File: config.mk
export PLATFORM = sky130hd
export DESIGN_NAME = bb3_cfg
export DESIGN_NICKNAME = d
export VERILOG_FILES = /design/src/rtl/bb3_pkg.sv /design/src/rtl/bb3_cfg.sv
export SDC_FILE = /design/constraint.sdc
export NUM_CORES = 1
export LEC_CHECK = 0
export BUFFER_PORTS_ARGS = -buffer_cell sky130_fd_sc_hd__buf_2
export CAP_MARGIN = 20
export CORE_MARGIN = 3
export CORE_UTILIZATION = 36
export CTS_CLUSTER_DIAMETER = 60
export DETAILED_ROUTE_END_ITERATION = 10
export PLACE_DENSITY = 0.86
export SYNTH_ARGS = -nofsm -noshare
export SYNTH_HDL_FRONTEND = slang
export SYNTH_SLANG_ARGS = --single-unit
File: constraint.sdc
create_clock -name clk -period 0.8 [get_ports clk]
set_clock_uncertainty 0.15 [all_clocks]
set_input_delay 0.04 -clock clk [delete_from_list [all_inputs] [get_ports clk]]
set_output_delay 0.04 -clock clk [all_outputs]
set_load 0.02 [all_outputs]
File: src/rtl/bb3_pkg.sv
// ----------------------------------------------------------------------------
// bb3_pkg
// Shared types, sizes and helpers for the 3x3 box blur.
// ----------------------------------------------------------------------------
package bb3_pkg;

	localparam int MAX_WIDTH = 1024;
	localparam int ADDR_W    = $clog2(MAX_WIDTH);

	localparam int PIX_W  = 32;
	localparam int CHAN_W = 8;
	localparam int NCHAN  = 3;
	localparam int LINE_W = NCHAN * CHAN_W;
	localparam int COL_W  = 10;
	localparam int ROW_W  = 16;
	localparam int WID_W  = 11;
	localparam int HGT_W  = 16;

	localparam int PADDR_W = 3;
	localparam int PDATA_W = 32;

	localparam logic [WID_W-1:0] WIDTH_RESET  = WID_W'(1024);
	localparam logic [HGT_W-1:0] HEIGHT_RESET = HGT_W'(768);
	localparam logic [WID_W-1:0] WIDTH_LIMIT  = WID_W'(MAX_WIDTH);

	// Floor of s/9 for s below 32768: (s * 7282) >> 16.
	localparam int SUM_W      = 12;
	localparam int DIV9_SHIFT = 16;
	localparam int DIV9_MUL_W = 13;
	localparam int PROD_W     = SUM_W + DIV9_MUL_W;
	localparam logic [DIV9_MUL_W-1:0] DIV9_MUL = DIV9_MUL_W'(7282);

	localparam int FIFO_DEPTH = 4;
	localparam int FIFO_PTR_W = $clog2(FIFO_DEPTH);
	localparam int FIFO_CNT_W = $clog2(FIFO_DEPTH + 1);

	typedef enum logic {
		REG_IMAGE_WIDTH  = 1'b0,
		REG_IMAGE_HEIGHT = 1'b1
	} reg_idx_t;

	typedef struct packed {
		logic [WID_W-1:0] width;
		logic [HGT_W-1:0] height;
	} cfg_t;

	typedef struct packed {
		logic [PIX_W-1:0] pixel;
		logic [COL_W-1:0] col;
		logic [ROW_W-1:0] row;
		logic             last;
	} res_t;

	typedef struct packed {
		logic [1:0] cnt;
		res_t       first;
		res_t       second;
	} push_t;

	typedef struct packed {
		logic              en;
		logic [ADDR_W-1:0] addr;
		logic [LINE_W-1:0] older;
		logic [LINE_W-1:0] newer;
	} lb_wr_t;

	function automatic logic [CHAN_W-1:0] div9(input logic [SUM_W-1:0] s);
		logic [PROD_W-1:0] p;
		p = PROD_W'(s) * PROD_W'(DIV9_MUL);
		return p[DIV9_SHIFT +: CHAN_W];
	endfunction

endpackage

File: src/rtl/bb3_cfg.sv
// ----------------------------------------------------------------------------
// bb3_cfg
// APB register block holding the frame width and height.
// ----------------------------------------------------------------------------
module bb3_cfg (
	input  logic                        clk,
	input  logic                        arst_n,
	input  logic                        psel,
	input  logic                        penable,
	input  logic                        pwrite,
	input  logic [bb3_pkg::PADDR_W-1:0] paddr,
	input  logic [bb3_pkg::PDATA_W-1:0] pwdata,
	output logic [bb3_pkg::PDATA_W-1:0] prdata,
	output logic                        pready,
	output bb3_pkg::cfg_t               cfg
);

	bb3_pkg::cfg_t     cfg_q;
	bb3_pkg::reg_idx_t sel;
	logic              wr;

	assign sel    = bb3_pkg::reg_idx_t'(paddr[2]);
	assign wr     = psel && penable && pwrite;
	assign pready = 1'b1;
	assign cfg    = cfg_q;

	always_ff @(posedge clk or negedge arst_n) begin
		if (!arst_n) begin
			cfg_q.width  <= bb3_pkg::WIDTH_RESET;
			cfg_q.height <= bb3_pkg::HEIGHT_RESET;
		end else if (wr) begin
			unique case (sel)
				bb3_pkg::REG_IMAGE_WIDTH:  cfg_q.width  <= pwdata[bb3_pkg::WID_W-1:0];
				bb3_pkg::REG_IMAGE_HEIGHT: cfg_q.height <= pwdata[bb3_pkg::HGT_W-1:0];
			endcase
		end
	end

	always_comb begin
		unique case (sel)
			bb3_pkg::REG_IMAGE_WIDTH:  prdata = bb3_pkg::PDATA_W'(cfg_q.width);
			bb3_pkg::REG_IMAGE_HEIGHT: prdata = bb3_pkg::PDATA_W'(cfg_q.height);
		endcase
	end

endmodule

### Word-level counts from Yosys, hierarchy flattened

Index checks and enable logic that the tools add are counted.

* bits of input ports: 40
* memories: 0
* memory bits (read-only): 0
* bits in writable memories: 0
* register bits: 27
* output and inout port bits: 60
* latch bits: 0
* word-level logic and storage cells: 8

* add/sub/neg operators: 0
* bitwise logic cells: 1
* multipliers: 0
* order comparisons: 0
* reduce and logical (&&, ||, !) cells: 4
* shift operators: 0
* divide/modulo/power cells: 0
* equality and inequality tests: 0
* muxes and demuxes: 1

Operators by type and width (number)
* one-hot mux 32 bit (2 select lines): 1
* AND reduction 2 bit: 2
* logical AND 1 bit: 2
* inverter 1 bit: 1

### Longest topological paths before layout

Gate-level depths: netlist of run 1.

* depth in word-level cells: 3
* depth in mapped cells: 4

### Worst setup path before layout of run 1

Ideal clock, no wire load.

* path type: input to register
* start: input paddr[2] in the netlist's numbering
* end: register cfg_q, in the netlist cfg[19]
* arrival time: 758 ps
* cell stages on the path: 4
* path slack: -233 ps
* path buffers: 2
* required time: 525 ps
* cells stage by stage: buf_6 -> nand4b_4 -> buf_6 -> mux2_4

* cells in the longest elaborated chain, start to end: 2

Ends and longest elaborated chain
* from (decl): RTL line bb3_cfg.sv:11 `input logic [bb3_pkg::PADDR_W-1:0] paddr,`
* inverter 1 bit
* AND reduction 2 bit (no source line)
* to (decl): RTL line bb3_cfg.sv:18 `bb3_pkg::cfg_t cfg_q;`

No other way between the ends.
A chain may end at the register's enable or synchronous reset.

### Final worst setup path of run 1

* start: register cfg_q, in the netlist cfg[1]
* end: output prdata[1] in the netlist's numbering

* cells in the longest elaborated chain, start to end: 1

Ends and longest elaborated chain
* one-hot mux 32 bit (2 select lines): RTL line bb3_cfg.sv:40 `unique case (sel)`
* to (decl): RTL line bb3_cfg.sv:13 `output logic [bb3_pkg::PDATA_W-1:0] prdata,`

No other way between the ends. The select of a mux whose other input is x is not followed.

==> results of run 1 <==
[metal layers]
metal | part of all wire | vias up | global-route usage | routed length (µm)
met5 | 0 | - | 0 | 0
met4 | 0.020 | 0 | 0.0571 | 78
met3 | 0.041 | 6 | 0.0345 | 156
met2 | 0.59 | 36 | 0.331 | 2260
met1 | 0.35 | 508 | 0.188 | 1330
li1 | - | 478 | - | -
[per-stage QoR]
stage,TNS [ns],hold slack [ns]
5_1_grt,-23.51,-0.160
2_1_floorplan,-7.36,-0.406
4_1_cts,-20.75,-0.156
3_3_place_gp,-10.29,-0.156
3_5_place_dp,-11.11,-0.153
6_report,-21.23,-0.146
[synth_stat cells]
cell type / number / area share
buf_2: 1 / 0.0036
buf_4: 17 / 0.091
dfrtp_1: 24 / 0.43
mux2_4: 11 / 0.12
conb_1: 2 / 0.0054
nand4b_4: 1 / 0.017
mux2_2: 27 / 0.22
buf_6: 3 / 0.024
and2_1: 5 / 0.022
nand4_4: 1 / 0.015
dfstp_2: 3 / 0.056
[repair_timing]
action / CTS / global route
buffers inserted: 22 / 12
gates resized for setup: 114 / 18
hold endpoints to repair: 54 / 27
setup endpoints to repair: 70 / 70
[cell type report]
class,count,share of cell area
Tap cell,48,0.0247
Clock buffer,4,0.0185
Timing Repair Buffer,95,0.380
Multi-Input combinational cell,62,0.294
Sequential cell,27,0.284
[report_power, final]
| group | switching [µW] | leakage [µW] | internal, µW |
|---|---|---|---|
| sequential | 269 | 0.000310 | 1710 |
| combinational | 1360 | 0.000960 | 2010 |
| clock | 387 | 0.0000228 | 356 |
[cells by family after synthesis]
family                 Yosys count
muxes                           38
and+or+nand+nor                  7
buffers and inverters           21
DFF                             27
other                            2
[path summary, 6_finish.rpt]
check                            from        end  slack [ns]
min in group asynchronous      arst_n     cfg[6]        0.11
hold reg to reg               cfg[17]    cfg[17]        0.40
hold / removal             pwdata[13]    cfg[13]       -0.15
setup / recovery               cfg[1]  prdata[1]       -0.48
setup reg to reg              cfg[20]    cfg[20]       -0.36
max in group asynchronous      arst_n     cfg[9]        0.16
==> results.py, run 1 <==
metrics = {
    "outcome": {
        "outcome": "finished with violations",
        "violations": "hold timing, setup timing",
    },
    "synth": {
        "synthMuxAreaShare": 0.335,
        "synth.cell_area_um2": 1400,
        "synthAdderAreaFrac": 0,
        "synth_top_family_by_area": "multiplexers",
        "yosysUniqueCellTypes": 11,
        "syn_inst": 95,
        "synth-xor-area-share": 0,
        "ys_seq_area_frac": 0.486,
        "syn_avg_cell_area_um2": 14.7,
        "yosysWarningCount": 0,
        "ys_ff_latch": 27,
        "synth_compound_area_frac": 0,
        "synth_simple_gate_area_frac": 0.0546,
    },
    "sta": {
        "setup_slack_ns": -0.481,
        "timing.final.crit_share": 1.60,
        "finalHoldViolations": 27,
        "finalCriticalPeriod_ns": 1.28,
        "drv_slew": 0,
        "finalSetupViolations": 70,
        "hold_ws_ns": -0.146,
        "rsz0062_at_grt": "true",
        "max_freq_mhz": 781,
    },
    "final_layout": {
        "layout_common_cells": "buf_6, mux2_4, buf_2",
        "final_cells": 236,
        "area_growth_syn_to_layout_pct": 74.2,
        "n_fill_cell": 283,
        "largest_register_ffs": 27,
        "multiInputGateArea_um2": 716,
        "regArea_um2": 691,
        "layout.cells.most_common": "buf_6",
        "diodes": 0,
        "nets": 229,
        "fin_area_um2": 2440,
        "final_core_util": 0.656,
        "drive_above_1_share": 0.819,
    },
    "critical_path": {
        "max_stage_delay_ns": 0.42,
        "crit_arrival_ns": 1.09,
        "critical_path_class": "reg2out",
        "crit_path_start_kind": "flip-flop",
        "crit_fanout": 2,
        "cp_cell_sequence": "mux2_4 > buf_6",
        "rr_worst_depth": 3,
        "crit_cells": 2,
        "cp_num_buf_inv": 1,
        "cp-end-kind": "output pin",
        "cpLargestDelayFamily": "flip-flops",
        "cp_slowest_cell": "dfrtp_2",
        "worstPathRequired_ns": 0.61,
    },
    "die": {
        "die_y_um": 68.3,
        "die_w_um": 68.3,
        "num_rows": 22,
        "io_pins": 100,
        "start_util": 0.376,
        "core_area_um2": 3720,
        "fp.dieArea_um2": 4670,
    },
    "clock_network": {
        "cts_root_buffer": "clkbuf_8",
        "clock_sinks": 27,
        "clock_path_buffers": 2,
        "cts.clk_slew.worst_paths_ns": 0.09,
        "cts-buffers-inserted": 3,
        "htreeDepth": 1,
        "clock_latency_ns": 0.26,
        "cts_hold_buffers": 1,
        "cts_tree": "built",
    },
    "route": {
        "drtIter0Drc": 27,
        "vias": 1028,
        "ant_nets": 0,
        "first_pass_iters": 4,
        "drt_wl_total_um": 3830,
        "drc": 0,
        "routedWlPerCell_um": 16.2,
        "viasPerCell": 4.36,
    },
    "pwr": {
        "leakage_uw": 0.00129,
        "cellPowerDensity_nw_per_um2": 2500,
        "finalPower_uw": 6090,
        "vdd_drop_max_v": 0.00136,
    },
    "placed_design": {
        "placed_cell_area_um2": 1790,
        "placedCellCount": 206,
        "pre_cts_ws_ns": -0.339,
        "portBuffers": 64,
        "gp_congestion": 0.723,
        "dp_hpwl_um": 2380,
    },
    "global_routing": {
        "grt_pass1_wl_um": 5750,
        "grt_pass1_vias": 1095,
        "grt_max_degree": 28,
        "grt_remaining_overflow": 0,
        "antenna_found_initial": 0,
        "track_usage": 0.173,
    },
    "worst_hold_path": {
        "hold_path_depth": 2,
        "hold_path.class": "in2reg",
    },
    "job": {
        "drv_cap": 0,
    },
}
No activity file was read; power rests on OpenSTA's default activity.
==> run 2: changes to the inputs <==
--- a/config.mk
+++ b/config.mk
@@ -7,11 +7,13 @@
 export LEC_CHECK = 0
 export BUFFER_PORTS_ARGS = -buffer_cell sky130_fd_sc_hd__buf_2
 export CAP_MARGIN = 20
+export CELL_PAD_IN_SITES_DETAIL_PLACEMENT = 1
+export CELL_PAD_IN_SITES_GLOBAL_PLACEMENT = 1
 export CORE_MARGIN = 3
-export CORE_UTILIZATION = 36
+export CORE_UTILIZATION = 27
 export CTS_CLUSTER_DIAMETER = 60
 export DETAILED_ROUTE_END_ITERATION = 10
-export PLACE_DENSITY = 0.86
+export PLACE_DENSITY_LB_ADDON = 0.1
 export SYNTH_ARGS = -nofsm -noshare
 export SYNTH_HDL_FRONTEND = slang
 export SYNTH_SLANG_ARGS = --single-unit
==> results.py, run 2 (same netlist as run 1, synthesis figures left out) <==
metrics = {
    "critical_path": {
        "r2r_slack_ns": -0.36,
        "rr_worst_depth": 3,
        "crit_fanout": 2,
        "cp-end-kind": "output pin",
        "timing.rr.start": "cfg[0]",
        "worstPathRequired_ns": 0.61,
        "reg2reg_to": "cfg[0]",
        "crit_path_start_kind": "flip-flop",
        "crit_start": "cfg[25]",
        "crit_arrival_ns": 1.10,
        "critical_path_class": "reg2out",
    },
    "die": {
        "die_w_um": 78.0,
        "start_util": 0.287,
        "fp.dieArea_um2": 6080,
        "io_pins": 100,
        "die_y_um": 78.0,
        "num_rows": 25,
        "core_area_um2": 4880,
    },
    "clock_network": {
        "cts-buffers-inserted": 3,
        "clock_path_buffers": 2,
        "clock_latency_ns": 0.27,
        "cts_root_buffer": "clkbuf_8",
        "cts.clk_slew.worst_paths_ns": 0.09,
        "cts_hold_buffers": 1,
        "clock_sinks": 27,
        "cts_tree": "built",
        "htreeDepth": 1,
    },
    "route": {
        "drc": 0,
        "first_pass_iters": 2,
        "viasPerCell": 4.11,
        "vias": 1064,
        "routedWlPerCell_um": 16.1,
        "drtIter0Drc": 12,
        "drt_wl_total_um": 4180,
        "ant_nets": 0,
    },
    "final_layout": {
        "area_growth_syn_to_layout_pct": 77.3,
        "largest_register_ffs": 27,
        "fin_area_um2": 2480,
        "drive_above_1_share": 0.823,
        "final_core_util": 0.508,
        "diodes": 0,
        "layout_common_cells": "buf_6, mux2_4, buf_2",
        "layout.cells.most_common": "buf_6",
        "n_fill_cell": 527,
        "nets": 233,
    },
    "sta": {
        "finalSetupViolations": 70,
        "max_freq_mhz": 776,
        "rsz0062_at_grt": "true",
        "finalCriticalPeriod_ns": 1.29,
        "hold_ws_ns": -0.149,
        "drv_slew": 0,
        "timing.final.crit_share": 1.61,
        "setup_slack_ns": -0.489,
        "finalHoldViolations": 27,
    },
    "placed_design": {
        "placed_cell_area_um2": 1820,
        "dp_hpwl_um": 2620,
        "pre_cts_ws_ns": -0.360,
        "portBuffers": 64,
        "gp_congestion": 0.687,
    },
    "global_routing": {
        "track_usage": 0.134,
        "grt_pass1_wl_um": 6490,
        "antenna_found_initial": 0,
        "grt_remaining_overflow": 0,
        "grt_max_degree": 28,
        "grt_pass1_vias": 1232,
    },
    "pwr": {
        "finalPower_uw": 6160,
        "vdd_drop_max_v": 0.00110,
        "cellPowerDensity_nw_per_um2": 2490,
        "leakage_uw": 0.00131,
    },
    "outcome": {
        "violations": "hold timing, setup timing",
        "outcome": "finished with violations",
    },
    "worst_hold_path": {
        "hold_path.startpoint": "pwdata[12]",
        "holdPathEnd": "cfg[12]",
        "hold_path_depth": 2,
        "hold_path.class": "in2reg",
    },
    "job": {
        "drv_cap": 0,
    },
}
[run 2: worst max-delay path by stage]
stage,to,depth (start not counted)
3_5_place_dp,cfg[19],3
6_report,prdata[9],2
3_3_place_gp,cfg[19],3
5_1_grt,prdata[7],2
2_1_floorplan,cfg[19],4
4_1_cts,prdata[0],2
[run 2: area by class of cell]
type	instances	area, µm²	share of cell area
tap	67	83.8	0.0338
sequential	27	691	0.279
timing repair buffer	99	945	0.381
clock buffer	4	45.0	0.0182
multi-input combinational	62	716	0.289
[run 2: worst max-delay path: stages, from the launching register on]
cell and delay [ns]:
dfrtp_1 0.42, mux2_4 0.28, buf_6 0.13
[run 2: what timing repair did]
action	in CTS	in global routing
resized for setup	106	22
pin swaps	5	0
setup buffers	22	13
endpoints found under the setup margin	70	70
endpoints found under the hold margin	54	27
[run 2: through the flow]
| step | TNS, ns | hold slack (ns) | std cells |
|---|---|---|---|
| global route | -24.39 | -0.161 | 259 |
| finish | -21.97 | -0.149 | 259 |
| floorplan | -7.36 | -0.406 | 110 |
| CTS | -21.41 | -0.159 | 253 |
| detailed placement | -11.90 | -0.148 | 226 |
| global placement | -11.06 | -0.149 | 226 |
[run 2: layer usage]
layer,track usage,routed length [µm]
met1,0.165,1750
met2,0.233,2120
met3,0.0406,305
met4,0.0210,0
met5,0,0
[run 2: where the power goes]
group | internal (µW) | switching [µW]
sequential | 1710 | 243
clock | 357 | 424
combinational | 2040 | 1390
