**config.mk**
```make
export PLATFORM = sky130hd
export DESIGN_NAME = bb3_window
export DESIGN_NICKNAME = d
export VERILOG_FILES = /design/src/rtl/bb3_pkg.sv /design/src/rtl/bb3_window.sv
export SDC_FILE = /design/constraint.sdc
export NUM_CORES = 1
export LEC_CHECK = 0
export BUFFER_PORTS_ARGS = -buffer_cell sky130_fd_sc_hd__buf_2
export CAP_MARGIN = 10
export CORE_ASPECT_RATIO = 0.6
export CORE_MARGIN = 2
export CORE_UTILIZATION = 58
export CTS_BUF_LIST = sky130_fd_sc_hd__clkbuf_8
export DETAILED_ROUTE_END_ITERATION = 12
export PLACE_DENSITY = 0.79
export SLEW_MARGIN = 10
export SYNTH_ARGS = -nofsm -noshare
export SYNTH_HDL_FRONTEND = slang
export SYNTH_SLANG_ARGS = --single-unit
```
**constraint.sdc**
```tcl
create_clock -name clk -period 7.8 [get_ports clk]
set_clock_uncertainty 0.15 [all_clocks]
set_input_delay 0 -clock clk [delete_from_list [all_inputs] [get_ports clk]]
set_output_delay 0 -clock clk [all_outputs]
set_load 0.01 [all_outputs]
```
**src/rtl/bb3_pkg.sv**
```systemverilog
// ----------------------------------------------------------------------------
// bb3_pkg
// Shared types, sizes and helpers for the 3x3 box blur.
// ----------------------------------------------------------------------------
package bb3_pkg;

	localparam int MAX_WIDTH = 1024;
	localparam int ADDR_W    = $clog2(MAX_WIDTH);

	localparam int PIX_W  = 32;
	localparam int CHAN_W = 8;
	localparam int NCHAN  = 3;
	localparam int LINE_W = NCHAN * CHAN_W;
	localparam int COL_W  = 10;
	localparam int ROW_W  = 16;
	localparam int WID_W  = 11;
	localparam int HGT_W  = 16;

	localparam int PADDR_W = 3;
	localparam int PDATA_W = 32;

	localparam logic [WID_W-1:0] WIDTH_RESET  = WID_W'(1024);
	localparam logic [HGT_W-1:0] HEIGHT_RESET = HGT_W'(768);
	localparam logic [WID_W-1:0] WIDTH_LIMIT  = WID_W'(MAX_WIDTH);

	// Floor of s/9 for s below 32768: (s * 7282) >> 16.
	localparam int SUM_W      = 12;
	localparam int DIV9_SHIFT = 16;
	localparam int DIV9_MUL_W = 13;
	localparam int PROD_W     = SUM_W + DIV9_MUL_W;
	localparam logic [DIV9_MUL_W-1:0] DIV9_MUL = DIV9_MUL_W'(7282);

	localparam int FIFO_DEPTH = 4;
	localparam int FIFO_PTR_W = $clog2(FIFO_DEPTH);
	localparam int FIFO_CNT_W = $clog2(FIFO_DEPTH + 1);

	typedef enum logic {
		REG_IMAGE_WIDTH  = 1'b0,
		REG_IMAGE_HEIGHT = 1'b1
	} reg_idx_t;

	typedef struct packed {
		logic [WID_W-1:0] width;
		logic [HGT_W-1:0] height;
	} cfg_t;

	typedef struct packed {
		logic [PIX_W-1:0] pixel;
		logic [COL_W-1:0] col;
		logic [ROW_W-1:0] row;
		logic             last;
	} res_t;

	typedef struct packed {
		logic [1:0] cnt;
		res_t       first;
		res_t       second;
	} push_t;

	typedef struct packed {
		logic              en;
		logic [ADDR_W-1:0] addr;
		logic [LINE_W-1:0] older;
		logic [LINE_W-1:0] newer;
	} lb_wr_t;

	function automatic logic [CHAN_W-1:0] div9(input logic [SUM_W-1:0] s);
		logic [PROD_W-1:0] p;
		p = PROD_W'(s) * PROD_W'(DIV9_MUL);
		return p[DIV9_SHIFT +: CHAN_W];
	endfunction

endpackage

```
**src/rtl/bb3_window.sv**
```systemverilog
// ----------------------------------------------------------------------------
// bb3_window
// Two-column 3x3 window and the per-channel mean of nine pixels.
// ----------------------------------------------------------------------------
module bb3_window (
	input  logic                       clk,
	input  logic                       arst_n,
	input  logic                       advance,
	input  logic [bb3_pkg::LINE_W-1:0] top,
	input  logic [bb3_pkg::LINE_W-1:0] mid,
	input  logic [bb3_pkg::LINE_W-1:0] bot,
	output logic [bb3_pkg::LINE_W-1:0] mean
);

	// Columns c-2 (index 0) and c-1 (index 1), rows top, middle, bottom.
	logic [bb3_pkg::LINE_W-1:0] top_q [2];
	logic [bb3_pkg::LINE_W-1:0] mid_q [2];
	logic [bb3_pkg::LINE_W-1:0] bot_q [2];
	logic [bb3_pkg::SUM_W-1:0]  sum   [bb3_pkg::NCHAN];

	always_ff @(posedge clk or negedge arst_n) begin
		if (!arst_n) begin
			for (int i = 0; i < 2; i++) begin
				top_q[i] <= '0;
				mid_q[i] <= '0;
				bot_q[i] <= '0;
			end
		end else if (advance) begin
			top_q[0] <= top_q[1];
			mid_q[0] <= mid_q[1];
			bot_q[0] <= bot_q[1];
			top_q[1] <= top;
			mid_q[1] <= mid;
			bot_q[1] <= bot;
		end
	end

	always_comb begin
		for (int k = 0; k < bb3_pkg::NCHAN; k++) begin
			sum[k] = bb3_pkg::SUM_W'(top_q[0][k*bb3_pkg::CHAN_W +: bb3_pkg::CHAN_W])
				+ bb3_pkg::SUM_W'(mid_q[0][k*bb3_pkg::CHAN_W +: bb3_pkg::CHAN_W])
				+ bb3_pkg::SUM_W'(bot_q[0][k*bb3_pkg::CHAN_W +: bb3_pkg::CHAN_W])
				+ bb3_pkg::SUM_W'(top_q[1][k*bb3_pkg::CHAN_W +: bb3_pkg::CHAN_W])
				+ bb3_pkg::SUM_W'(mid_q[1][k*bb3_pkg::CHAN_W +: bb3_pkg::CHAN_W])
				+ bb3_pkg::SUM_W'(bot_q[1][k*bb3_pkg::CHAN_W +: bb3_pkg::CHAN_W])
				+ bb3_pkg::SUM_W'(top[k*bb3_pkg::CHAN_W +: bb3_pkg::CHAN_W])
				+ bb3_pkg::SUM_W'(mid[k*bb3_pkg::CHAN_W +: bb3_pkg::CHAN_W])
				+ bb3_pkg::SUM_W'(bot[k*bb3_pkg::CHAN_W +: bb3_pkg::CHAN_W]);
			mean[k*bb3_pkg::CHAN_W +: bb3_pkg::CHAN_W] = bb3_pkg::div9(sum[k]);
		end
	end

endmodule

```
Word level (Yosys, flattened, before mapping)
Index checks and enable logic that the tools add are counted.
Cells by class
  $mul: 3
  $add $sub $neg: 24
Operators by type and width (count)
  $add 12x8->12: 12
  $mul 12x12->23 const B: 3
  $add 11x8->12: 3
  $add 10x8->11: 3
  $add 9x8->10: 3
  $add 8x8->9: 3
Storage, ports and cells
  flip-flop bits (word level): 144
  word-level logic and storage cells: 33
  output and inout port bits: 24

Logic depth before layout (Yosys ltp)
  depth after elaboration: 9
  gate-level depth with buffers: 34
  mapped depth without buffers: 34

Least setup slack after synthesis
OpenSTA, ideal clock, no wires.
  path kind: register to output
  start point: register mid_q[36] (netlist bit)
  end point: output port mean[15] (netlist bit)
  stages on the path, launching flop included: 31
  required time: 7.650 ns
  path slack: -0.196 ns
  arrival time: 7.846 ns
  cell sequence: dfrtp_1 fa_1 fa_1 fa_1 inv_1 fa_1 inv_1 ha_1 and3_1 a2111o_1 o21ai_0 nand2b_1 xor2_1 xor2_1 xor2_1 ha_1 inv_1 fa_1 inv_1 fa_1 inv_1 fa_1 inv_1 ha_1 nand3_1 a211oi_1 a211oi_2 a21oi_2 a2111o_1 and3_1 a211o_1
Between the ends
  word-level cells in the longest chain between the ends: 9
Ends and longest elaborated chain
  from (decl): line bb3_window.sv:17  | logic [bb3_pkg::LINE_W-1:0] mid_q [2];
  $add 8x8->9: line bb3_window.sv:41  | + bb3_pkg::SUM_W'(mid_q[0][k*bb3_pkg::CHAN_W +: bb3_pkg::CHAN_W])
  $add 9x8->10: line bb3_window.sv:42  | + bb3_pkg::SUM_W'(bot_q[0][k*bb3_pkg::CHAN_W +: bb3_pkg::CHAN_W])
  $add 10x8->11: line bb3_window.sv:43  | + bb3_pkg::SUM_W'(top_q[1][k*bb3_pkg::CHAN_W +: bb3_pkg::CHAN_W])
  $add 11x8->12: line bb3_window.sv:44  | + bb3_pkg::SUM_W'(mid_q[1][k*bb3_pkg::CHAN_W +: bb3_pkg::CHAN_W])
  $add 12x8->12: line bb3_window.sv:45  | + bb3_pkg::SUM_W'(bot_q[1][k*bb3_pkg::CHAN_W +: bb3_pkg::CHAN_W])
  $add 12x8->12: line bb3_window.sv:46  | + bb3_pkg::SUM_W'(top[k*bb3_pkg::CHAN_W +: bb3_pkg::CHAN_W])
  $add 12x8->12: line bb3_window.sv:47  | + bb3_pkg::SUM_W'(mid[k*bb3_pkg::CHAN_W +: bb3_pkg::CHAN_W])
  $add 12x8->12: line bb3_window.sv:48  | + bb3_pkg::SUM_W'(bot[k*bb3_pkg::CHAN_W +: bb3_pkg::CHAN_W]);
  $mul 12x12->23: line bb3_pkg.sv:69  | p = PROD_W'(s) * PROD_W'(DIV9_MUL);
  to (decl): line bb3_window.sv:12  | output logic [bb3_pkg::LINE_W-1:0] mean
Every way passes these cells.

Final worst setup path
  start point: register mid_q[11] (netlist bit)
  end point: output port mean[15] (netlist bit)
Between the ends
  word-level cells in the longest chain between the ends: 6
Ends and longest elaborated chain (line)
  $add 11x8->12: bb3_window.sv:44
  $add 12x8->12: bb3_window.sv:45
  $add 12x8->12: bb3_window.sv:46
  $add 12x8->12: bb3_window.sv:47
  $add 12x8->12: bb3_window.sv:48
  $mul 12x12->23: bb3_pkg.sv:69
Every way passes these cells.

==> run_summary.xml <==
<?xml version="1.0" encoding="UTF-8"?>
<metrics>
  <group name="layout">
    <metric name="drive_above_1_share" unit="">0.299</metric>
    <metric name="n_fill_cell" unit="">1755</metric>
    <metric name="syn2layout_area_growth" unit="%">26.6</metric>
    <metric name="sequential_cell_area" unit="sq mm">0.00360</metric>
    <metric name="finish.cell_count_without_fillers" unit="">2247</metric>
    <metric name="finish.instance_area" unit="sq mm">0.0209</metric>
    <metric name="multi_input_area" unit="sq mm">0.0121</metric>
    <metric name="design.final.nets" unit="">2414</metric>
  </group>
  <group name="synth">
    <metric name="synth_top_cell_by_area" unit="">sky130_fd_sc_hd__fa_1</metric>
    <metric name="synth_enable_flop_cells" unit="">0</metric>
    <metric name="syn_avg_cell_area" unit="sq um">11.0</metric>
    <metric name="syn-cell-area" unit="sq mm">0.0165</metric>
    <metric name="ys_top_cells_by_area" unit="">sky130_fd_sc_hd__fa_1 28%, sky130_fd_sc_hd__dfrtp_1 22%, sky130_fd_sc_hd__ha_1 18%</metric>
    <metric name="synth-warning-count" unit="">0</metric>
    <metric name="ys_seq_area_frac" unit="">0.218</metric>
    <metric name="share_of_flip_flops_with_an_asynchronous_set_or_reset" unit="">1.00</metric>
    <metric name="ys_seq_elements" unit="">144</metric>
    <metric name="synthCells" unit="">1498</metric>
    <metric name="ys_dominant_reg_cell" unit="">sky130_fd_sc_hd__dfrtp_1</metric>
    <metric name="mappedNetlistNets" unit="">2049</metric>
    <metric name="synth_top_area_frac" unit="">0.285</metric>
    <metric name="synth.lib_cells_used.distinct" unit="">46</metric>
  </group>
  <group name="critical_path">
    <metric name="worstSetupStartpointType" unit="">register</metric>
    <metric name="crit-reg2reg-capture" unit="">top_q[10]</metric>
    <metric name="endpoint_of_the_worst_setup_timing_path" unit="">mean[15]</metric>
    <metric name="crit_path_end_kind" unit="">primary output</metric>
    <metric name="path_depth" unit="">31</metric>
    <metric name="worstSetupPathType" unit="">reg -&gt; out</metric>
    <metric name="cpMostUsedCell" unit="">sky130_fd_sc_hd__fa_1</metric>
    <metric name="ff2ff_path_depth" unit="">3</metric>
    <metric name="regToRegSetupSlack" unit="ps">6130</metric>
    <metric name="worst-path-max-fanout" unit="">3</metric>
    <metric name="rr_startpoint" unit="">top_q[10]</metric>
    <metric name="timing.critical_path.max_delay_family" unit="">adder cells</metric>
    <metric name="critPathBufInv" unit="">6</metric>
    <metric name="crit_arrival" unit="ps">8580</metric>
    <metric name="critPathMaxStageDelay" unit="ps">570</metric>
    <metric name="crit_start" unit="">mid_q[11]</metric>
    <metric name="library_cell_contributing_the_largest_single_delay_on_the_critical_path" unit="">sky130_fd_sc_hd__fa_1</metric>
    <metric name="required" unit="ps">7650</metric>
  </group>
  <group name="routing">
    <metric name="vias" unit="">11604</metric>
    <metric name="drtAntennaViolNets" unit="">0</metric>
    <metric name="detail_route.iter0.violations" unit="">546</metric>
    <metric name="routed_wirelength" unit="um">38200</metric>
    <metric name="total_iterations_of_the_first_detailed_routing_run" unit="">5</metric>
    <metric name="routed_via_density" unit="">5.16</metric>
    <metric name="routed_wire_length_per_instance" unit="um">17.0</metric>
    <metric name="detail_route.drc_violations" unit="">0</metric>
  </group>
  <group name="floorplan">
    <metric name="die_area" unit="sq mm">0.0299</metric>
    <metric name="die-height" unit="um">135</metric>
    <metric name="floorplan.die.width" unit="um">222</metric>
    <metric name="floorplan.core_area" unit="sq mm">0.0278</metric>
    <metric name="effective_utilization_at_floorplan" unit="">0.594</metric>
    <metric name="core.rowCount" unit="">47</metric>
    <metric name="ios" unit="">99</metric>
  </group>
  <group name="cts">
    <metric name="clk-insertion-delay-late" unit="ps">490</metric>
    <metric name="tritoncts" unit="">built</metric>
    <metric name="ctsRootBufferMaster" unit="">sky130_fd_sc_hd__clkbuf_8</metric>
    <metric name="cts_buffer_depth" unit="">2</metric>
    <metric name="clk_transition_reported_paths" unit="ps">90</metric>
    <metric name="htree_num_levels" unit="">4</metric>
    <metric name="cts_num_sinks" unit="">144</metric>
    <metric name="cts_inserted_buffers" unit="">17</metric>
  </group>
  <group name="timing">
    <metric name="fmax" unit="MHz">115</metric>
    <metric name="timing.max_slew.rel_slack" unit="">0.291</metric>
    <metric name="min_period_over_period" unit="">1.12</metric>
    <metric name="timing.final.crit_period" unit="ps">8730</metric>
    <metric name="grt_setup_unrepaired" unit="">yes</metric>
    <metric name="finalHoldViolCount" unit="">0</metric>
    <metric name="tightest_slew" unit="ps">1060</metric>
    <metric name="final_count_of_negative_setup_slack_endpoints" unit="">24</metric>
    <metric name="slew_viol_final" unit="">0</metric>
    <metric name="final.setup.worst_slack" unit="ps">-929</metric>
  </group>
  <group name="outcome">
    <metric name="violations" unit="">negative setup slack</metric>
    <metric name="run_status" unit="">complete, but fails checks</metric>
  </group>
  <group name="global_routing">
    <metric name="largest_net_degree_at_the_start_of_global_routing" unit="">85</metric>
    <metric name="global_route_wire_length_before_repair" unit="um">63000</metric>
    <metric name="track_usage" unit="">0.268</metric>
    <metric name="antenna_found_initial" unit="">5</metric>
    <metric name="grt_pass1_vias" unit="">12750</metric>
    <metric name="globalRoute.totalOverflow" unit="">0</metric>
  </group>
  <group name="worst_hold_path">
    <metric name="path_type_of_the_worst_min_delay_path" unit="">in -&gt; reg</metric>
  </group>
  <group name="placed_design">
    <metric name="hpwlAfterDp" unit="um">28100</metric>
    <metric name="place.detailed.instances" unit="">2074</metric>
    <metric name="place.gp.congestion" unit="">0.929</metric>
    <metric name="placement.io_buffers" unit="">98</metric>
    <metric name="post_dp_cell_area" unit="sq mm">0.0184</metric>
  </group>
  <group name="flow_run">
    <metric name="max_cap_viol_count" unit="">0</metric>
  </group>
</metrics>
[logic make-up after synthesis]
group,Yosys count,share of synthesized area
simple gates,92,0.0272
mux,138,0.0940
fa+ha+maj,477,0.467
compound gates,134,0.0530
flops,144,0.218
buf+inv,434,0.0985
xor+xnor,79,0.0418
[how the worst min path moves through the flow]
| stage | startpoint | endpoint | slack [ps] | cells past startpoint |
|---|---|---|---|---|
| 6_report | bot[17] | bot_q[17] | 140 | 3 |
| 5_1_grt | bot[17] | bot_q[17] | 120 | 3 |
| 4_1_cts | bot[17] | bot_q[17] | 120 | 3 |
| 3_5_place_dp | arst_n | top_q[4] | -60 | 1 |
| 3_3_place_gp | arst_n | top_q[28] | -70 | 1 |
| 2_1_floorplan | arst_n | bot_q[0] | -450 | 0 |
[state kept, by name, summed over array words and instances, names as in the netlist]
name,count
bot_q,48
top_q,48
mid_q,48
[layer usage]
layer / share of wire / track usage
met5: 0.00034 / 0
met4: 0.015 / 0.0616
met3: 0.048 / 0.0459
met2: 0.49 / 0.451
met1: 0.45 / 0.369
[synth_stat cells (3+ instances only)]
library cell and instances:
sky130_fd_sc_hd__dfrtp_1 144, sky130_fd_sc_hd__mux2_2 138, sky130_fd_sc_hd__o31ai_1 3, sky130_fd_sc_hd__nand2_1 29, sky130_fd_sc_hd__xnor2_1 43, sky130_fd_sc_hd__a21o_1 26
sky130_fd_sc_hd__fa_1 235, sky130_fd_sc_hd__buf_1 3, sky130_fd_sc_hd__a31oi_1 4, sky130_fd_sc_hd__clkbuf_1 15, sky130_fd_sc_hd__nand3_1 5, sky130_fd_sc_hd__and3_1 4
sky130_fd_sc_hd__nand2b_1 8, sky130_fd_sc_hd__ha_1 241, sky130_fd_sc_hd__inv_1 416, sky130_fd_sc_hd__a211oi_1 6, sky130_fd_sc_hd__xor2_1 36, sky130_fd_sc_hd__o22ai_1 3
sky130_fd_sc_hd__a21oi_1 37, sky130_fd_sc_hd__nor2b_1 9, sky130_fd_sc_hd__nor2_1 19, sky130_fd_sc_hd__o21a_1 8, sky130_fd_sc_hd__o21bai_1 3, sky130_fd_sc_hd__and2_1 4
sky130_fd_sc_hd__o21ai_0 26, sky130_fd_sc_hd__nor3_1 6, sky130_fd_sc_hd__nand4_1 4
[placed cells by master, fill, tap and decap left out, drive strengths merged, types with 2 or more instances in the layout]
cell type	instances
a2111o	2
nand2	29
o31ai	3
diode	4
nor2b	9
clkinvlp	3
ha	241
a21oi	38
a211o	2
xnor2	43
a211oi	7
fa	235
a31oi	4
nand3	5
clkinv	4
buf	255
inv	424
o21bai	3
o21a	8
dfrtp	144
a21boi	2
xor2	36
o22ai	3
a21o	26
and2	4
nand4	4
nand2b	8
nor2	19
clkbuf	17
nand4b	2
nor3	6
o21ai	28
and3	4
dlygate4sd3	109
mux2	138
[stage by stage]
step	util	TNS (ps)	hold WS (ps)	worst slack [ps]
after global routing	0.753	-19320	122	-1210
after CTS	0.736	-11000	122	-834
after floorplan	-	-71.3	-446	-71.3
after detailed placement	0.662	-5360	-58.6	-496
after global placement	0.662	-1680	-66.9	-293
final	0.753	-11970	144	-929
[area by class of cell]
type / instances / share of cell area
Multi-Input combinational cell: 920 / 0.578
Sequential cell: 144 / 0.172
Timing Repair Buffer: 364 / 0.136
Inverter: 416 / 0.0746
Tap cell: 367 / 0.0219
Clock buffer: 17 / 0.0112
Clock inverter: 15 / 0.00610
Antenna cell: 4 / 0.000478
[repair_timing]
action / in CTS / in global routing
hold buffers: 110 / 0
resized for setup: 95 / 65
setup buffers: 17 / 12
pin swaps: 104 / 58
setup endpoints to repair: 24 / 24
gates cloned: 0 / 0
endpoints found under the hold margin: 184 / 0
[worst reg2reg max path, delay by kind of cell, from the launching register on]
family   cells  cell delay (ps)
mux          1              260
flops        1              410
buf+inv      2              730
Power is not shown: default switching activity piles up to over one toggle a cycle in this logic, so the estimate is an artifact.
