==> config.mk <==
export PLATFORM = sky130hd
export DESIGN_NAME = bb3_out_fifo_flat
export DESIGN_NICKNAME = d
export VERILOG_FILES = /design/src/rtl/bb3_pkg.sv /design/src/rtl/bb3_pix_out_if.sv /design/src/rtl/bb3_out_fifo.sv /design/src/flat_wrapper.sv
export SDC_FILE = /design/constraint.sdc
export NUM_CORES = 1
export LEC_CHECK = 0
export BUFFER_PORTS_ARGS = -buffer_cell sky130_fd_sc_hd__buf_2
export CELL_PAD_IN_SITES_DETAIL_PLACEMENT = 0
export CELL_PAD_IN_SITES_GLOBAL_PLACEMENT = 1
export CORE_AREA = 2 2 153 155
export DETAILED_ROUTE_END_ITERATION = 7
export DIE_AREA = 0 0 155 157
export PLACE_DENSITY_LB_ADDON = 0.1
export REMOVE_ABC_BUFFERS = 1
export SLEW_MARGIN = 0
export SYNTH_ARGS = -nofsm -noshare
export SYNTH_HDL_FRONTEND = slang
export SYNTH_SLANG_ARGS = --single-unit
==> constraint.sdc <==
create_clock -name clk -period 8.75 [get_ports clk]
set_input_delay 1.3125 -clock clk [delete_from_list [all_inputs] [get_ports clk]]
set_output_delay 1.3125 -clock clk [all_outputs]
set_load 0.01 [all_outputs]
==> src/rtl/bb3_pkg.sv <==
// ----------------------------------------------------------------------------
// bb3_pkg
// Shared types, sizes and helpers for the 3x3 box blur.
// ----------------------------------------------------------------------------
package bb3_pkg;

	localparam int MAX_WIDTH = 1024;
	localparam int ADDR_W    = $clog2(MAX_WIDTH);

	localparam int PIX_W  = 32;
	localparam int CHAN_W = 8;
	localparam int NCHAN  = 3;
	localparam int LINE_W = NCHAN * CHAN_W;
	localparam int COL_W  = 10;
	localparam int ROW_W  = 16;
	localparam int WID_W  = 11;
	localparam int HGT_W  = 16;

	localparam int PADDR_W = 3;
	localparam int PDATA_W = 32;

	localparam logic [WID_W-1:0] WIDTH_RESET  = WID_W'(1024);
	localparam logic [HGT_W-1:0] HEIGHT_RESET = HGT_W'(768);
	localparam logic [WID_W-1:0] WIDTH_LIMIT  = WID_W'(MAX_WIDTH);

	// Floor of s/9 for s below 32768: (s * 7282) >> 16.
	localparam int SUM_W      = 12;
	localparam int DIV9_SHIFT = 16;
	localparam int DIV9_MUL_W = 13;
	localparam int PROD_W     = SUM_W + DIV9_MUL_W;
	localparam logic [DIV9_MUL_W-1:0] DIV9_MUL = DIV9_MUL_W'(7282);

	localparam int FIFO_DEPTH = 4;
	localparam int FIFO_PTR_W = $clog2(FIFO_DEPTH);
	localparam int FIFO_CNT_W = $clog2(FIFO_DEPTH + 1);

	typedef enum logic {
		REG_IMAGE_WIDTH  = 1'b0,
		REG_IMAGE_HEIGHT = 1'b1
	} reg_idx_t;

	typedef struct packed {
		logic [WID_W-1:0] width;
		logic [HGT_W-1:0] height;
	} cfg_t;

	typedef struct packed {
		logic [PIX_W-1:0] pixel;
		logic [COL_W-1:0] col;
		logic [ROW_W-1:0] row;
		logic             last;
	} res_t;

	typedef struct packed {
		logic [1:0] cnt;
		res_t       first;
		res_t       second;
	} push_t;

	typedef struct packed {
		logic              en;
		logic [ADDR_W-1:0] addr;
		logic [LINE_W-1:0] older;
		logic [LINE_W-1:0] newer;
	} lb_wr_t;

	function automatic logic [CHAN_W-1:0] div9(input logic [SUM_W-1:0] s);
		logic [PROD_W-1:0] p;
		p = PROD_W'(s) * PROD_W'(DIV9_MUL);
		return p[DIV9_SHIFT +: CHAN_W];
	endfunction

endpackage

==> src/rtl/bb3_pix_out_if.sv <==
// ----------------------------------------------------------------------------
// bb3_pix_out_if
// Result channel: valid/ready handshake with pixel, coordinates and last.
// ----------------------------------------------------------------------------
interface bb3_pix_out_if;
	logic                      valid;
	logic                      ready;
	logic [bb3_pkg::PIX_W-1:0] pixel_out;
	logic [bb3_pkg::COL_W-1:0] out_col;
	logic [bb3_pkg::ROW_W-1:0] out_row;
	logic                      last;

	modport source (output valid, output pixel_out, output out_col, output out_row,
		output last, input ready);
	modport sink (input valid, input pixel_out, input out_col, input out_row,
		input last, output ready);
endinterface

==> src/rtl/bb3_out_fifo.sv <==
// ----------------------------------------------------------------------------
// bb3_out_fifo
// Small result queue: takes up to two items a cycle, gives one a cycle while the receiver is ready.
// ----------------------------------------------------------------------------
module bb3_out_fifo (
	input  logic           clk,
	input  logic           arst_n,
	input  bb3_pkg::push_t push,
	output logic           room,
	bb3_pix_out_if.source  pix_out
);

	bb3_pkg::res_t                   mem [bb3_pkg::FIFO_DEPTH];
	logic [bb3_pkg::FIFO_PTR_W-1:0]  wr_ptr_q;
	logic [bb3_pkg::FIFO_PTR_W-1:0]  rd_ptr_q;
	logic [bb3_pkg::FIFO_CNT_W-1:0]  count_q;
	logic                            pop;
	bb3_pkg::res_t                   head;

	assign pop  = pix_out.valid && pix_out.ready;
	assign room = count_q <= bb3_pkg::FIFO_CNT_W'(bb3_pkg::FIFO_DEPTH - 2);
	assign head = mem[rd_ptr_q];

	assign pix_out.valid     = count_q != '0;
	assign pix_out.pixel_out = head.pixel;
	assign pix_out.out_col   = head.col;
	assign pix_out.out_row   = head.row;
	assign pix_out.last      = head.last;

	always_ff @(posedge clk) begin
		if (push.cnt != 2'd0) begin
			mem[wr_ptr_q] <= push.first;
		end
		if (push.cnt == 2'd2) begin
			mem[wr_ptr_q + bb3_pkg::FIFO_PTR_W'(1)] <= push.second;
		end
	end

	always_ff @(posedge clk or negedge arst_n) begin
		if (!arst_n) begin
			wr_ptr_q <= '0;
			rd_ptr_q <= '0;
			count_q  <= '0;
		end else begin
			wr_ptr_q <= wr_ptr_q + bb3_pkg::FIFO_PTR_W'(push.cnt);
			rd_ptr_q <= rd_ptr_q + bb3_pkg::FIFO_PTR_W'(pop);
			count_q  <= count_q + bb3_pkg::FIFO_CNT_W'(push.cnt)
				- bb3_pkg::FIFO_CNT_W'(pop);
		end
	end

	a_no_overflow: assert property (@(posedge clk) disable iff (!arst_n)
		(push.cnt != 2'd0) |->
		(count_q + bb3_pkg::FIFO_CNT_W'(push.cnt) <= bb3_pkg::FIFO_CNT_W'(bb3_pkg::FIFO_DEPTH)))
		else $error("result queue overflow");

endmodule

==> src/flat_wrapper.sv <==
// flat-port wrapper written by rule: the top's interface ports become plain ports
module bb3_out_fifo_flat 
  (clk, arst_n, push, room, pix_out_valid, pix_out_pixel_out, pix_out_out_col, pix_out_out_row, pix_out_last, pix_out_ready);
  bb3_pix_out_if pix_out_i ();
  input  logic clk;
  input  logic arst_n;
  input  bb3_pkg::push_t push;
  output logic room;
  output wire logic [$bits(pix_out_i.valid)-1:0] pix_out_valid;
  output wire logic [$bits(pix_out_i.pixel_out)-1:0] pix_out_pixel_out;
  output wire logic [$bits(pix_out_i.out_col)-1:0] pix_out_out_col;
  output wire logic [$bits(pix_out_i.out_row)-1:0] pix_out_out_row;
  output wire logic [$bits(pix_out_i.last)-1:0] pix_out_last;
  input wire logic [$bits(pix_out_i.ready)-1:0] pix_out_ready;
  assign pix_out_valid = pix_out_i.valid;
  assign pix_out_pixel_out = pix_out_i.pixel_out;
  assign pix_out_out_col = pix_out_i.out_col;
  assign pix_out_out_row = pix_out_i.out_row;
  assign pix_out_last = pix_out_i.last;
  assign pix_out_i.ready = pix_out_ready;
  bb3_out_fifo u_core (.clk(clk), .arst_n(arst_n), .push(push), .room(room), .pix_out(pix_out_i));
endmodule
; ---- Word-level counts from Yosys, hierarchy flattened
; Memories as Yosys holds them, arrays and structs flattened.
; Cells that the tools add are included.
[word_totals]
regBits = 7
ramBits = 236
out_inout_bits = 61
elab_cells = 18
memories = 1
[memory_table]
columns = name, words, word_bits, read_ports, rd_ports_with_merged_regs, wr, line
row1 = u_core.mem, 4, 59, 1, 0, 2, bb3_out_fifo.sv:13  ; bb3_pkg::res_t mem [bb3_pkg::FIFO_DEPTH];
[classes]
addsub = 5
order_cmp = 1
n_eq_ne = 1
n_mux = 4
reduce_logical = 3
[ops]
columns = cell, count
row1 = $mux W1, 4
row2 = $add A3 B2 Y3, 1
row3 = $le A3 B2 Y1 const B, 1
row4 = $reduce_bool A3 Y1, 1
row5 = $sub A3 B1 Y3, 1
row6 = $add A2 B1 Y2, 1
row7 = $add A2 B1 Y2 const B, 1
row8 = $add A2 B2 Y2, 1
row9 = $eq A2 B2 Y1 const B, 1
row10 = $reduce_bool A2 Y1, 1
row11 = $logic_and A1 B1 Y1, 1

; ---- Longest topological paths before layout
; Gate-level depths: netlist of run 1.
[logic_depth]
ltp_word = 3
ltp_mapped = 7
depth_no_buf = 6

; ---- Worst setup path before layout of run 1
; Ideal clock, no wire load.
[synth_path]
kind = input-to-reg
start = in push[119] (netlist bit)
end = mem u_core.mem[0][0] (netlist bit) (enable)
arrival_ps = 5706
required_time_ps = 8193
path_slack_ps = 2487
stages = 3
path_buffers = 1
path_cell_list = buf_2 o21bai_1 o21ai_0
[synth_rtl]
columns = element, line
row1 = "start, declared", flat_wrapper.sv:7  ; input bb3_pkg::push_t push;
row2 = "end, declared", bb3_out_fifo.sv:13

; ---- Worst setup path in the final report of run 1
[layout_path]
start = reg u_core.rd_ptr_q[0] (netlist bit)
end = out pix_out_pixel_out[2]
[layout_via]
elab_chain_len = 1
[layout_lines]
columns = element, line
row1 = "start, declared", bb3_out_fifo.sv:15  ; logic [bb3_pkg::FIFO_PTR_W-1:0] rd_ptr_q;
row2 = "start signal, assigned", bb3_out_fifo.sv:46  ; rd_ptr_q <= rd_ptr_q + bb3_pkg::FIFO_PTR_W'(pop);
row3 = $mem_v2 Z4 W59, -
row4 = "end, declared", flat_wrapper.sv:10  ; output wire logic [$bits(pix_out_i.pixel_out)-1:0] pix_out_pixel_out;
; Every way passes these cells.

==> out/qor.yml, run 1 <==
status: "completed"
drc_errors: 0
synth_cells: 611
row_count: 55
die_w_um: 155
synthFlopType: "edfxtp_1"
combPwrFrac_pct: 34.2
wirelength_um: 26300
yosys_warnings: 0
syn2layout_area_growth_pct: 16.4
netSwitchingFraction_pct: 31.2
power_mw: 4.36
worstMarginPinSlew_ps: 1040
drv_cap: 0
htree_levels: 1
cts_root_buffer: "clkbuf_16"
syn_area_per_cell_um2: 19.3
clock_latency_ps: 510
synth-edff-count: 236
hold_viol: 0
grt_max_degree: 61
drive_gt1_share_pct: 64.2
critPathRequiredTime_ps: 7440
ant_nets: 0
core_area_um2: 22500
grtUsageTotal_pct: 21.9
netlist_area_um2: 11800
ctsResizeCount: 0
p_leak_nw: 4.85
dieHeight_um: 157
worst_hold_path_type: "flop to flop"
max-slew-margin-rel_pct: 30.7
period_share_pct: 47.9
antenna_found_initial: 3
power_density_nw_per_um2: 318
final_common_cell: "edfxtp_1"
grt_pass1_wl_um: 39900
slew_viol_final: 0
synth-seq-area-share_pct: 61.6
fill_cells: 1649
post_cts_buffers: 0
grt_overflow: 0
vdd_drop_max_v: 0.000182
critical_path_arrival_ps: 2880
wl_per_cell_um: 24.0
globalplace.congestion: 0.745
yosysUniqueCellTypes: 28
first_global_vias: 6990
fin_util_pct: 61.0
power.switching_mw: 1.36
stdcell_area_um2: 13700
final-setup-viol-count: 0
fmax_mhz: 239
critPathKind: "flop to primary output"
drtIter0Drc: 304
top_level_ports: 184
rsz0062_at_grt: "false"
post_dp_cell_area_um2: 13000
cp-end-kind: "primary output"
cts_sinks: 243
stdcell_count: 1095
nNetsFinal: 918
post-route-min-period_ps: 4190
fin_setup_tns_ps: 0
path_clk_slew_ps: 60
drtPass1Iterations: 4
clockBufferDepth: 3
viasPerCell: 5.86
clkPwrFrac_pct: 22.7
portBuffers: 183
dpl.cell_count: 1048
fin_skew_ps: 7.70
ys_ff_latch: 243
seqPwrFrac_pct: 43.1
numCtsBuffers: 26
ctsHoldBuffers: 0
async_flop_share_pct: 2.88
dieArea_um2: 24300
start_kind: "flop"
dp_hpwl_um: 15400
cts_tree: "built"
final_cell_mix: "236 x edfxtp_1, 216 x mux2_2, 183 x buf_2"
start_util_pct: 52.4
num_vias: 6417
worstPathMaxFanout: 41
internal_power_mw: 3.00
==> synth_stat cells, drive strengths merged (2+ instances only) <==
cell type / number / share of area, %
clkbuf: 7 / 0.22
mux2: 236 / 23
mux2i: 2 / 0.17
nor2: 2 / 0.064
o21ai: 2 / 0.085
xnor2: 6 / 0.45
buf: 35 / 1.7
ha: 3 / 0.32
edfxtp: 236 / 60
dfrtp: 7 / 1.5
inv: 4 / 0.13
and4bb: 2 / 0.21
o21bai: 2 / 0.13
mux4: 59 / 11
==> kinds of logic after synthesis <==
| kind of cell | Yosys count | synth area share, % |
|---|---|---|
| simple gates | 8 | 0.658 |
| flops | 243 | 61.6 |
| fa+ha+maj | 4 | 0.489 |
| buf+inv | 46 | 2.06 |
| xor+xnor | 6 | 0.446 |
| mux | 297 | 34.3 |
| compound gates | 7 | 0.393 |
==> routing by layer <==
metal  wire, um  part of all wire (%)  global-route usage [%]  vias to the layer above
li1           -                     -                       -                     2870
met1      10300                    39                    27.1                     3317
met2      14000                    53                    39.9                      195
met3       1680                   6.4                    4.38                       33
met4        373                   1.4                    4.81                        2
met5         11                 0.042                       0                        -
==> per-stage QoR <==
step                hold slack [ps]  worst slack [ps]
finish                          574              4560
detailed placement              567              4580
global route                    624              4340
floorplan                       512              1570
global placement                547              4550
CTS                             574              4470
==> state kept, by name (all words and copies together) (netlist names) <==
register	cells
u_core.count_q	3
u_core.mem	236
u_core.rd_ptr_q	2
u_core.wr_ptr_q	2
==> worst paths after layout <==
check / startpoint / end / slack, ps / depth (start not counted)
setup / recovery: u_core.rd_ptr_q[0] / pix_out_pixel_out[2] / 4560 / 3
hold / removal: u_core.count_q[2] / u_core.count_q[2] / 570 / 1
setup reg to reg: u_core.wr_ptr_q[1] / u_core.mem[2][4] / 5560 / 4
hold reg to reg: u_core.count_q[2] / u_core.count_q[2] / 570 / 1
max in group asynchronous: arst_n / u_core.rd_ptr_q[0] / 7960 / 1
min in group asynchronous: arst_n / u_core.count_q[0] / 620 / 1
==> power by group through the flow <==
stage / clock, mW / sequential [mW] / combinational (mW)
2_1_floorplan: 0 / 1.95 / 0.920
3_3_place_gp: 0 / 1.89 / 1.51
3_5_place_dp: 0 / 1.91 / 1.52
4_1_cts: 1.01 / 1.89 / 1.53
5_1_grt: 1.05 / 1.92 / 1.61
6_report: 0.990 / 1.88 / 1.49
==> final cells by class <==
| type | instances | area (um2) | area share [%] |
|---|---|---|---|
| Antenna cell | 2 | 5.00 | 0.0365 |
| Clock buffer | 40 | 734 | 5.35 |
| Clock inverter | 5 | 21.3 | 0.155 |
| Inverter | 4 | 15.0 | 0.109 |
| Multi-Input combinational cell | 322 | 4320 | 31.5 |
| Sequential cell | 243 | 7270 | 53.0 |
| Tap cell | 285 | 357 | 2.60 |
| Timing Repair Buffer | 194 | 998 | 7.28 |
==> worst max-delay path, stage by stage, from the launching register on <==
cell and delay (ps):
dfrtp_4 730, buf_4 780, mux4_2 630, buf_2 160
(Power assumes the default switching activity.)
==> run 2: changes to the inputs <==
CORE_AREA = 2 2 167 169   (was 2 2 153 155)
DIE_AREA = 0 0 169 171   (was 0 0 155 157)
clock period = 3.66 ns   (was 8.75 ns; I/O delays follow)
==> out/qor.yml, run 2 (synthesis results as in run 1) <==
netSwitchingFraction_pct: 31.6
die_w_um: 169
fmax_mhz: 336
fin_setup_tns_ps: 0
drive_gt1_share_pct: 64.4
grtUsageTotal_pct: 19.1
p_leak_nw: 4.90
cp_cell_sequence: "buf_12 -> mux4_2 -> buf_2"
cts_sinks: 243
syn2layout_area_growth_pct: 18.3
drv_cap: 0
top_regs: "u_core.mem: 236 flops, u_core.count_q: 3 flops"
critical_path_buf_inv_count: 2
status: "completed"
power_density_nw_per_um2: 760
vdd_drop_max_v: 0.000554
ctsHoldBuffers: 1
critPathKind: "flop to primary output"
final-setup-viol-count: 0
rrSetupSlack_ps: 1370
drtPass1Iterations: 4
largest_reg_flops: 236
start_kind: "flop"
worstMarginPinSlew_ps: 1050
stdcell_count: 1161
clockBufferDepth: 3
ant_nets: 0
portBuffers: 183
rsz0062_at_grt: "false"
numCtsBuffers: 27
start_util_pct: 43.1
critPathMaxStageDelay_ps: 850
path_delay_family: "flip-flops"
final_common_cell: "edfxtp_1"
wl_per_cell_um: 23.8
top_level_ports: 184
drc_errors: 0
period_share_pct: 81.2
dp_hpwl_um: 15600
fill_cells: 2302
hold_viol: 0
dieHeight_um: 171
cts_root_buffer: "clkbuf_16"
grt_pass1_wl_um: 41200
viasPerCell: 5.53
stdcell_area_um2: 13900
first_global_vias: 7069
final_cell_mix: "236 x edfxtp_1, 216 x mux2_2, 183 x buf_2"
top_register: "u_core.mem"
combPwrFrac_pct: 33.7
post_cts_buffers: 0
clkPwrFrac_pct: 22.6
dpl.cell_count: 1109
worstPathMaxFanout: 29
fin_skew_ps: 10.5
max-slew-margin-rel_pct: 29.7
slowest_stage: "dfrtp_4"
post-route-min-period_ps: 2970
ctsResizeCount: 0
htree_levels: 1
core_area_um2: 27300
cp-end-kind: "primary output"
critical_path_arrival_ps: 2420
antenna_found_initial: 7
wirelength_um: 27600
internal_power_mw: 7.25
num_vias: 6421
cts_tree: "built"
fin_util_pct: 51.0
slew_viol_final: 0
critPathRequiredTime_ps: 3110
post_dp_cell_area_um2: 13200
power.switching_mw: 3.35
grt_overflow: 0
seqPwrFrac_pct: 43.8
grt_max_degree: 61
worst_hold_path_type: "input port to flop"
clock_latency_ps: 530
path_clk_slew_ps: 60
dieArea_um2: 28900
drtIter0Drc: 339
globalplace.congestion: 0.746
row_count: 61
nNetsFinal: 920
run 2: changes by cell type in the layout (fill, tap and decap cells not counted), sizes merged:
cell         previous run  this run
clkinv                  5         9
inv                     4         5
dlygate4sd3             0         1
clkbuf                 40        36
diode                   2         5
run 2: final timing paths:
kind / start / end / cells after the start
min: pix_out_ready / u_core.rd_ptr_q[0] / 3
max in group asynchronous: arst_n / u_core.rd_ptr_q[1] / 2
max reg2reg: u_core.wr_ptr_q[1] / u_core.mem[2][5] / 3
min reg2reg: u_core.count_q[2] / u_core.count_q[2] / 1
min in group asynchronous: arst_n / u_core.rd_ptr_q[0] / 2
max: u_core.rd_ptr_q[0] / pix_out_out_row[0] / 3
run 2: per-stage QoR:
step	hold WS [ps]	worst slack, ps	total power, mW
final	343	688	10.6
after global routing	332	555	11.1
after CTS	319	625	10.8
after detailed placement	402	1180	8.38
after global placement	390	1170	8.29
after floorplan	253	-2760	6.87
run 2: per-layer routing:
metal | wire [um] | GRT usage (%) | share of wire, % | up-vias
met5 | 41 | 0 | 0.15 | -
li1 | - | - | - | 2879
met1 | 11700 | 24.1 | 42 | 3345
met2 | 13900 | 33.4 | 50 | 160
met4 | 384 | 4.50 | 1.4 | 6
met3 | 1670 | 4.74 | 6.0 | 31
run 2: power by group through the flow:
stage | Sequential (mW) | Combinational [mW] | Clock [mW]
2_1_floorplan | 4.67 | 2.20 | 0
3_3_place_gp | 4.67 | 3.62 | 0
3_5_place_dp | 4.72 | 3.65 | 0
4_1_cts | 4.67 | 3.67 | 2.46
5_1_grt | 4.74 | 3.83 | 2.56
6_report | 4.64 | 3.57 | 2.39
run 2: area by class of cell:
type                            instances  area [um2]  area share [%]
Antenna cell                            5        12.5          0.0897
Clock inverter                         10        48.8           0.350
Timing Repair Buffer                  195        1130            8.13
Tap cell                              346         433            3.10
Sequential cell                       243        7270            52.1
Multi-Input combinational cell        322        4320            31.0
Inverter                                4        15.0           0.108
Clock buffer                           36         709            5.09
run 2: tightest hold or removal path: stages:
cell	delay, ps
buf_2	120
o31ai_1	90
xnor2_1	80
==> run 3: changes to the inputs <==
ABC_AREA = 1   (was not set)
CORE_AREA = 2 2 168 170   (was 2 2 167 169)
DIE_AREA = 0 0 170 172   (was 0 0 169 171)
clock period = 2.94 ns   (was 3.66 ns; I/O delays follow)
==> out/qor.yml, run 3 <==
status: "completed"
drv_cap: 0
drtPass1Iterations: 5
clockBufferDepth: 3
globalplace.congestion: 0.756
fill_cells: 2569
yosys_warnings: 0
cts_root_buffer: "clkbuf_16"
final_common_cell: "o21ai_0"
drive_gt1_share_pct: 19.0
slew_viol_final: 0
drtIter0Drc: 636
post_cts_buffers: 0
largest_reg_flops: 236
start_kind: "flop"
power_mw: 13.8
grt_pass1_wl_um: 46200
combPwrFrac_pct: 37.8
final-setup-viol-count: 0
syn2layout_area_growth_pct: 16.8
dp_hpwl_um: 17400
post-route-min-period_ps: 2640
ctsHoldBuffers: 1
cts_tree: "built"
synth_top_cell_by_area: "edfxtp_1"
pre_cts_ws_ps: 839
grt_overflow: 0
critical_path_arrival_ps: 2200
ys_ff_latch: 243
first_global_vias: 8764
worst_hold_path_type: "input port to flop"
async_flop_share_pct: 2.88
numCtsBuffers: 26
wl_per_cell_um: 16.8
core_area_um2: 27500
synthFlopType: "edfxtp_1"
yosysUniqueCellTypes: 25
worstPathMaxFanout: 29
clock_latency_ps: 520
grtUsageTotal_pct: 20.4
netSwitchingFraction_pct: 37.0
clkPwrFrac_pct: 22.0
syn_area_per_cell_um2: 9.36
fin_setup_tns_ps: 0
netlist_area_um2: 11900
critPathRequiredTime_ps: 2500
final_cell_mix: "333 x o21ai_0, 242 x nand2_1, 236 x edfxtp_1"
row_count: 61
internal_power_mw: 8.72
fin_skew_ps: 15.8
synth_cells: 1273
setup_ws_ps: 296
ctsResizeCount: 0
worstMarginPinSlew_ps: 711
dieArea_um2: 29200
htree_levels: 1
portBuffers: 183
synth-edff-count: 236
fmax_mhz: 378
synth.top_cell.area_share_pct: 59.5
power_density_nw_per_um2: 994
start_util_pct: 43.4
synth.area.top_cells: "edfxtp_1 59%, o21ai_0 14%, nand2_1 7.8%"
top_regs: "u_core.mem: 236 flops, u_core.count_q: 3 flops"
wirelength_um: 29900
antenna_found_initial: 5
max-slew-margin-rel_pct: 52.6
synth_commonest_cells: "333 x o21ai_0, 249 x nand2_1, 236 x edfxtp_1"
dieHeight_um: 172
period_share_pct: 89.9
critPathKind: "flop to primary output"
drc_errors: 0
cp-end-kind: "primary output"
rsz0062_at_grt: "false"
nNetsFinal: 1543
seqPwrFrac_pct: 40.3
grt_max_degree: 122
ant_nets: 0
cts_sinks: 243
hold_viol: 0
top_level_ports: 184
viasPerCell: 5.13
yosysMostFrequentCell: "o21ai_0"
vdd_drop_max_v: 0.000600
path_clk_slew_ps: 60
num_vias: 9143
synth-seq-area-share_pct: 61.0
power.switching_mw: 5.11
p_leak_nw: 5.83
top_register: "u_core.mem"
die_w_um: 170
run 3: cell families (layout without fill, tap and decap cells):
family	after synthesis	in the layout	share of synthesized area, %
adder cells (fa/ha/maj)	4	4	0.483
other	0	2	0
XOR/XNOR	2	2	0.147
buffers and inverters	162	323	6.18
AO/OA/AOI/OAI	415	415	17.8
AND/OR/NAND/NOR	447	447	14.5
flip-flops	243	243	61.0
run 3: cell type report:
type	count	area, um2	area share (%)
Antenna cell	2	5.00	0.0360
Clock inverter	9	63.8	0.459
Timing Repair Buffer	207	1220	8.79
Inverter	70	264	1.90
Multi-Input combinational cell	868	3950	28.4
Clock buffer	37	713	5.12
Sequential cell	243	7270	52.2
Tap cell	346	433	3.11
run 3: path summary, 6_finish.rpt:
check,start,to,slack [ps],cells past startpoint
min in group asynchronous,arst_n,u_core.count_q[1],290,2
worst max-delay path,u_core.rd_ptr_q[0],pix_out_pixel_out[4],300,5
worst min-delay path,push[109],u_core.mem[3][50],240,3
max in group asynchronous,arst_n,u_core.rd_ptr_q[0],2450,2
worst min register to register,u_core.rd_ptr_q[1],u_core.rd_ptr_q[1],510,2
worst max register to register,u_core.wr_ptr_q[1],u_core.mem[3][20],1060,5
run 3: per-stage QoR:
stage	instances	utilization (%)	hold WS (ps)	cell area, um2
finish	1782	50.6	236	13900
global route	1781	50.6	236	13900
CTS	1780	50.6	220	13900
detailed placement	1733	47.8	310	13100
global placement	1733	47.8	307	13100
floorplan	1181	-	145	11400
run 3: power groups by stage:
stage          Combinational, mW  Clock [mW]  Sequential [mW]
2_1_floorplan               2.89           0             5.81
3_3_place_gp                5.32           0             5.63
3_5_place_dp                5.35           0             5.64
4_1_cts                     5.36        3.09             5.58
5_1_grt                     5.91        3.24             5.67
6_report                    5.23        3.04             5.57
run 3: critical path: stages (launching register included):
cell and delay (ps):
dfrtp_4 490, inv_2 280, buf_4 340, o21ai_0 120, o21ai_0 250, buf_2 190
run 3: routing by layer:
metal | wire (um) | vias up | global-route usage, %
li1 | - | 4648 | -
met4 | 604 | 6 | 4.94
met2 | 14700 | 239 | 36.9
met5 | 41 | - | 0
met3 | 1570 | 49 | 3.02
met1 | 13000 | 4201 | 25.9
